<file path="config.mk">
export PLATFORM = sky130hd
export DESIGN_NAME = lock_wait_priority_queue
export DESIGN_NICKNAME = d
export VERILOG_FILES = /design/src/lwpq_pkg.sv /design/src/lwpq_cell.sv /design/src/lock_wait_priority_queue.sv
export SDC_FILE = /design/constraint.sdc
export NUM_CORES = 2
export LEC_CHECK = 0
export ABC_CLOCK_PERIOD_IN_PS = 15050
export BUFFER_PORTS_ARGS = -buffer_cell sky130_fd_sc_hd__buf_4
export CORE_ASPECT_RATIO = 2
export CORE_MARGIN = 4
export CORE_UTILIZATION = 57
export DETAILED_ROUTE_END_ITERATION = 16
export PLACE_DENSITY = 0.87
export SETUP_SLACK_MARGIN = 0.5
export SLEW_MARGIN = 20
export SYNTH_ARGS = -nofsm -noshare
export SYNTH_HDL_FRONTEND = slang
export SYNTH_HIERARCHICAL = 1
export SYNTH_SLANG_ARGS = --single-unit
</file>
<file path="constraint.sdc">
create_clock -name clk -period 15.05 [get_ports clk]
set_input_delay 2.2575 -clock clk [delete_from_list [all_inputs] [get_ports clk]]
set_output_delay 2.2575 -clock clk [all_outputs]
set_load 0.1 [all_outputs]
</file>
<file path="src/lwpq_pkg.sv">
`timescale 1ns / 1ps
// ----------------------------------------------------------------------------
// lwpq_pkg
// Shared sizes, entry layout and status codes for the lock wait queue.
// ----------------------------------------------------------------------------
package lwpq_pkg;
	localparam int LOCK_COUNT  = 16;
	localparam int QUEUE_DEPTH = 16;
	localparam int PROC_COUNT  = 64;
	localparam int LOCK_W = 4;
	localparam int PID_W  = 6;
	localparam int PRIO_W = 8;
	localparam int ENTRY_W = PRIO_W + 1 + PID_W;
	localparam int SLOT_W = $clog2(QUEUE_DEPTH);
	localparam int CNT_W  = $clog2(QUEUE_DEPTH + 1);
	localparam int LSEL_W = (LOCK_COUNT > 1) ? $clog2(LOCK_COUNT) : 1;

	localparam logic [1:0] ST_OK      = 2'd0;
	localparam logic [1:0] ST_FULL    = 2'd1;
	localparam logic [1:0] ST_NOMATCH = 2'd2;

	typedef logic [ENTRY_W-1:0] entry_t;

	// Command broadcast to every cell for one update cycle.
	typedef struct packed {
		logic              ins;     // insert this cycle
		logic              rem;     // remove this cycle
		logic [LSEL_W-1:0] lock;
		entry_t            word;
	} cell_cmd_t;
endpackage

</file>
<file path="src/lwpq_cell.sv">
`timescale 1ns / 1ps
// ----------------------------------------------------------------------------
// lwpq_cell
// One queue slot for every lock: holds an entry per lock, compares against
// the request and takes its neighbor's entry on an insert or remove shift.
// ----------------------------------------------------------------------------
module lwpq_cell import lwpq_pkg::*; (
	input  logic      clk,
	input  cell_cmd_t cmd,
	input  logic      cnt_gt,     // slot index below the addressed count
	input  logic      at_tail,    // slot index equals the addressed count
	input  logic      ins_here_in, // a lower slot already chose insertion
	input  logic      rem_here_in, // a lower slot already matched
	input  entry_t    prev_entry, // entry of slot index - 1
	input  entry_t    next_entry, // entry of slot index + 1
	output logic      ins_here_out,
	output logic      rem_here_out,
	output logic      ins_mark,   // this slot is the insert point
	output logic      rem_mark,   // this slot is the removed one
	output entry_t    entry
);
	entry_t mem_q [LOCK_COUNT];
	logic ins_cond, rem_cond;

	assign entry    = mem_q[cmd.lock];
	// The first free slot is the insert point when no stored entry is lower.
	assign ins_cond = (cnt_gt && (entry[ENTRY_W-1 -: PRIO_W] < cmd.word[ENTRY_W-1 -: PRIO_W]))
		|| at_tail;
	assign rem_cond = cnt_gt && (entry == cmd.word);
	assign ins_mark = ins_cond && !ins_here_in;
	assign rem_mark = rem_cond && !rem_here_in;
	assign ins_here_out = ins_here_in || ins_cond;
	assign rem_here_out = rem_here_in || rem_cond;

	// Shift down on insert at or above the insert point, up on remove past it.
	always_ff @(posedge clk) begin
		if (cmd.ins) begin
			if (ins_mark) mem_q[cmd.lock] <= cmd.word;
			else if (ins_here_in) mem_q[cmd.lock] <= prev_entry;
		end else if (cmd.rem && (rem_here_in || rem_mark)) begin
			mem_q[cmd.lock] <= next_entry;
		end
	end
endmodule

</file>
<file path="src/lock_wait_priority_queue.sv">
`timescale 1ns / 1ps
// ----------------------------------------------------------------------------
// lock_wait_priority_queue
// Per-lock wait queues in descending priority, with insert and remove-by-key.
// ----------------------------------------------------------------------------
// The request is registered at the input transfer; in the next cycle the row
// of QUEUE_DEPTH slot cells compares all entries of the addressed lock in
// parallel and shifts them one place while the result is registered, and the
// result then sits in the output register until taken. The next request is
// taken only when no request is in progress and the result register is free
// or being drained, so a new request is never taken before the last one's
// result is registered, and receiver stalls hold off input. Insert places the
// entry before the first one of strictly lower priority; remove drops the
// first exact match. Status gives the outcome and position the slot used
// (0 on error).
// ----------------------------------------------------------------------------
module lock_wait_priority_queue import lwpq_pkg::*; (
	input  logic        clk,
	input  logic        arst_n,
	input  logic        s_tvalid,
	output logic        s_tready,
	input  logic [23:0] s_tdata, // lock_id[3:0], priority_req[11:4], access_kind[12],
	                             // proc_id[18:13], zero fill
	input  logic        s_tuser, // req_type
	output logic        m_tvalid,
	input  logic        m_tready,
	output logic [7:0]  m_tdata  // status[1:0], position[5:2], zero fill
);
	logic              busy_q, rtype_q, bad_q;
	logic [LSEL_W-1:0] lock_q;
	entry_t            word_q;
	logic [CNT_W-1:0]  cnt_q [LOCK_COUNT];
	logic [1:0]        status_q;
	logic [3:0]        pos_q;
	logic              ovalid_q;

	logic [CNT_W-1:0]  cnt;
	logic              full;
	cell_cmd_t         cmd;
	logic [QUEUE_DEPTH:0] ins_chain, rem_chain;
	logic [QUEUE_DEPTH-1:0] ins_mark, rem_mark;
	entry_t            ent [QUEUE_DEPTH];
	logic [SLOT_W-1:0] ins_pos, rem_pos;
	logic              found;

	assign s_tready = !busy_q && (!ovalid_q || m_tready);
	assign m_tvalid = ovalid_q;
	assign m_tdata  = {2'b00, pos_q, status_q};

	assign cnt  = cnt_q[lock_q];
	assign full = (cnt == CNT_W'(QUEUE_DEPTH));
	assign found = rem_chain[QUEUE_DEPTH];
	assign cmd.lock = lock_q;
	assign cmd.word = word_q;
	assign cmd.ins  = busy_q && !bad_q && !rtype_q && !full;
	assign cmd.rem  = busy_q && !bad_q && rtype_q && found;

	assign ins_chain[0] = 1'b0;
	assign rem_chain[0] = 1'b0;

	genvar g;
	generate
		for (g = 0; g < QUEUE_DEPTH; g++) begin : g_cell
			lwpq_cell u_cell (
				.clk(clk), .cmd(cmd),
				.cnt_gt(CNT_W'(g) < cnt),
				.at_tail(CNT_W'(g) == cnt),
				.ins_here_in(ins_chain[g]), .rem_here_in(rem_chain[g]),
				.prev_entry(ent[(g == 0) ? 0 : g-1]),
				.next_entry(ent[(g == QUEUE_DEPTH-1) ? g : g+1]),
				.ins_here_out(ins_chain[g+1]), .rem_here_out(rem_chain[g+1]),
				.ins_mark(ins_mark[g]), .rem_mark(rem_mark[g]),
				.entry(ent[g])
			);
		end
	endgenerate

	// Encode the one-hot marks; no insert mark means append at the count.
	always_comb begin
		ins_pos = cnt[SLOT_W-1:0];
		rem_pos = '0;
		for (int i = 0; i < QUEUE_DEPTH; i++) begin
			if (ins_mark[i]) ins_pos = SLOT_W'(i);
			if (rem_mark[i]) rem_pos = SLOT_W'(i);
		end
	end

	// Track busy and output-valid state and update the per-lock count when applied.
	always_ff @(posedge clk or negedge arst_n) begin
		if (!arst_n) begin
			busy_q   <= 1'b0;
			ovalid_q <= 1'b0;
			for (int i = 0; i < LOCK_COUNT; i++) cnt_q[i] <= '0;
		end else begin
			if (ovalid_q && m_tready) ovalid_q <= 1'b0;
			if (s_tvalid && s_tready) busy_q <= 1'b1;
			if (busy_q) begin
				busy_q   <= 1'b0;
				ovalid_q <= 1'b1;
				if (cmd.ins) cnt_q[lock_q] <= cnt + 1'b1;
				if (cmd.rem) cnt_q[lock_q] <= cnt - 1'b1;
			end
		end
	end

	always_ff @(posedge clk) begin
		if (s_tvalid && s_tready) begin
			rtype_q <= s_tuser;
			lock_q  <= LSEL_W'(s_tdata[3:0]);
			word_q  <= {s_tdata[11:4], s_tdata[12], s_tdata[18:13]};
			bad_q   <= (32'(s_tdata[3:0]) >= LOCK_COUNT) || (32'(s_tdata[18:13]) >= PROC_COUNT);
		end
		if (busy_q) begin
			if (bad_q) begin
				status_q <= rtype_q ? ST_NOMATCH : ST_FULL;
				pos_q    <= '0;
			end else if (!rtype_q) begin
				status_q <= full ? ST_FULL : ST_OK;
				pos_q    <= full ? 4'd0 : 4'(ins_pos);
			end else begin
				status_q <= found ? ST_OK : ST_NOMATCH;
				pos_q    <= found ? 4'(rem_pos) : 4'd0;
			end
		end
	end
endmodule

</file>
==> results.json <==
{
  "grt_pass1_wl_um": 717000,
  "place_ws_ns": 0.309,
  "ant_nets": 0,
  "critPathLaunch": "lock_q[1]$_DFFE_PP_",
  "syn_inst": 8625,
  "critPathArrivalTime_ns": 14.40,
  "cts_buffers": 321,
  "start_util_pct": 57.2,
  "ys_warn_count": 6,
  "final_nets": 9154,
  "fin_crit_sh_pct": 92.0,
  "cap_violations": 0,
  "die-area_um2": 305000,
  "holdBufCountCts": 0,
  "die_w_um": 393,
  "crit_fanout": 16,
  "hold_path.class": "reg -> reg",
  "required_ns": 15.61,
  "antenna_found_initial": 49,
  "status": "complete, no violations",
  "rows": 282,
  "crit_path_end_kind": "flop",
  "critical-path-max-stage-delay_ns": 0.87,
  "clock-sinks": 3948,
  "crit_type": "reg -> reg",
  "rsz0062_at_grt": "false",
  "first_pass_iters": 8,
  "setup_tns_ns": 0,
  "critPathSlowestCell": "edfxtp_1",
  "min_period_ns": 13.84,
  "hold_violations": 0,
  "place_congestion": 1.01,
  "grt_usage_pct": 33.4,
  "syn_to_final_growth_pct": 10.9,
  "wl_per_cell_um": 38.5,
  "syn_avg_cell_area_um2": 19.6,
  "clock_latency_ns": 0.95,
  "r2r-end": "g_cell[15].u_cell/mem_q[10][8]$_DFFE_PP_",
  "crit-reg2reg-launch": "lock_q[1]$_DFFE_PP_",
  "fmax_ghz": 0.0722,
  "drc_errors": 0,
  "cts_tree": "built",
  "grt_remaining_overflow": 0,
  "place_hpwl_um": 325000,
  "vias_per_cell": 7.19,
  "grt_pass1_vias": 95800,
  "utilization_pct": 63.5,
  "skew_ns": 0.0873,
  "worst_slack_ns": 1.21,
  "setup_viol": 0,
  "clk_path_buf_depth": 4,
  "slew_violations": 0,
  "root_buffer": "clkbuf_16",
  "startpoint_type": "flop",
  "drive_gt1_share_pct": 28.2,
  "vdd_drop_max_v": 0.000122,
  "drt-initial-drc-count": 14400,
  "port_buffers": 31,
  "powerDensity_nw_per_um2": 131,
  "relSlewSlack_pct": 18.9,
  "htree_levels": 5,
  "clk_pin_slew_ns": 0.07,
  "grt_max_degree": 129,
  "crit_path_frequent_cell": "nor2_1",
  "netlist_area_um2": 169000,
  "wirelength_um": 505000,
  "ios": 39,
  "critPathCapture": "g_cell[15].u_cell/mem_q[10][8]$_DFFE_PP_",
  "power.leakage_nw": 60.6,
  "r2r_cells": 49,
  "reg2reg_slack_ns": 1.21,
  "vias": 94100,
  "core_um2": 295000,
  "worst_pin_slew_ns": 1.20,
  "die_height_um": 777
}
per-layer routing:
| layer | part of all wire, % | up-vias | track usage [%] |
|---|---|---|---|
| li1 | - | 36200 | - |
| met1 | 27 | 47100 | 34.2 |
| met2 | 49 | 7936 | 54.6 |
| met3 | 11 | 2796 | 8.65 |
| met4 | 13 | 32 | 32.7 |
| met5 | 0.052 | - | 0.0805 |
worst min path at each step:
stage,start,to,depth (start not counted)
detailed placement,cnt_q[8]$_DFFE_PN0P_,cnt_q[8]$_DFFE_PN0P_,1
global placement,cnt_q[9]$_DFFE_PN0P_,cnt_q[9]$_DFFE_PN0P_,1
global route,cnt_q[8]$_DFFE_PN0P_,cnt_q[8]$_DFFE_PN0P_,1
floorplan,cnt_q[7]$_DFFE_PN0P_,cnt_q[7]$_DFFE_PN0P_,1
finish,cnt_q[8]$_DFFE_PN0P_,cnt_q[8]$_DFFE_PN0P_,1
CTS,cnt_q[8]$_DFFE_PN0P_,cnt_q[8]$_DFFE_PN0P_,1
power breakdown:
part           internal, W  total (W)  switching, W
Combinational     0.000966    0.00311       0.00214
Sequential          0.0125     0.0126     0.0000978
Clock              0.00480    0.00877       0.00396
layout make-up:
class                      count  area [µm²]
antenna                       49         123
clock inverter               197        2300
sequential                  3948      118000
inverter                     207         777
timing repair buffer         461        3670
tap                         3834        4800
fill                       18000      108000
clock buffer                 377        8410
multi-input combinational   4021       48900
registers in the layout (all words and copies together) (netlist names):
name and cells:
word_q 15, g_cell.u_cell/mem_q 3840, cnt_q 80, busy_q 1
m_tvalid 1, status_q 2, lock_q 4, pos_q 4
rtype_q 1
critical path: cells and delay by family, from the launching register on:
family	cells	cell delay, ns
flops	1	0.87
simple gates	19	2.60
mux	1	0.36
buf+inv	11	2.56
compound gates	18	6.99
through the flow:
step / cells / hold WS, ns / total power [W] / cell area [µm²]
5_1_grt: 13100 / 0.517 / 0.0251 / 187000
6_report: 13100 / 0.492 / 0.0245 / 187000
3_5_place_dp: 12500 / 0.475 / 0.0157 / 176000
2_1_floorplan: 8631 / 0.455 / 0.0146 / 169000
4_1_cts: 13000 / 0.490 / 0.0244 / 187000
3_3_place_gp: 12500 / 0.471 / 0.0156 / 176000
cells in the final DEF (no fill, tap or decap), types with 23 or more instances in the layout:
cell and n:
a211oi_1 29, a21oi_1 43, a221oi_1 35, a22oi_1 62, a31oi_1 27, a41oi_1 34, buf_4 442, bufinv_16 44
clkbuf_1 47, clkbuf_16 328, clkinv_1 68, clkinv_2 59, dfrtp_1 82, diode_2 49, edfxtp_1 3866, ha_1 164
inv_1 190, mux2_1 158, mux2_2 452, mux2i_1 222, mux4_1 160, mux4_2 820, nand2_1 257, nand2b_1 99
nand3_1 124, nand3b_1 23, nor2_1 176, nor2b_1 85, nor3_1 112, nor3_2 198, nor4_2 50, o21a_1 33
o21ai_0 55, o22a_1 42, o22ai_1 40, xnor2_1 118, xor2_1 81
timing repair:
action                     4_1_cts  5_1_grt
setup endpoints to repair      421     1148
resized for setup                5        8
buffers inserted                 0        2
Note: power is estimated with default switching activity, not from simulation.
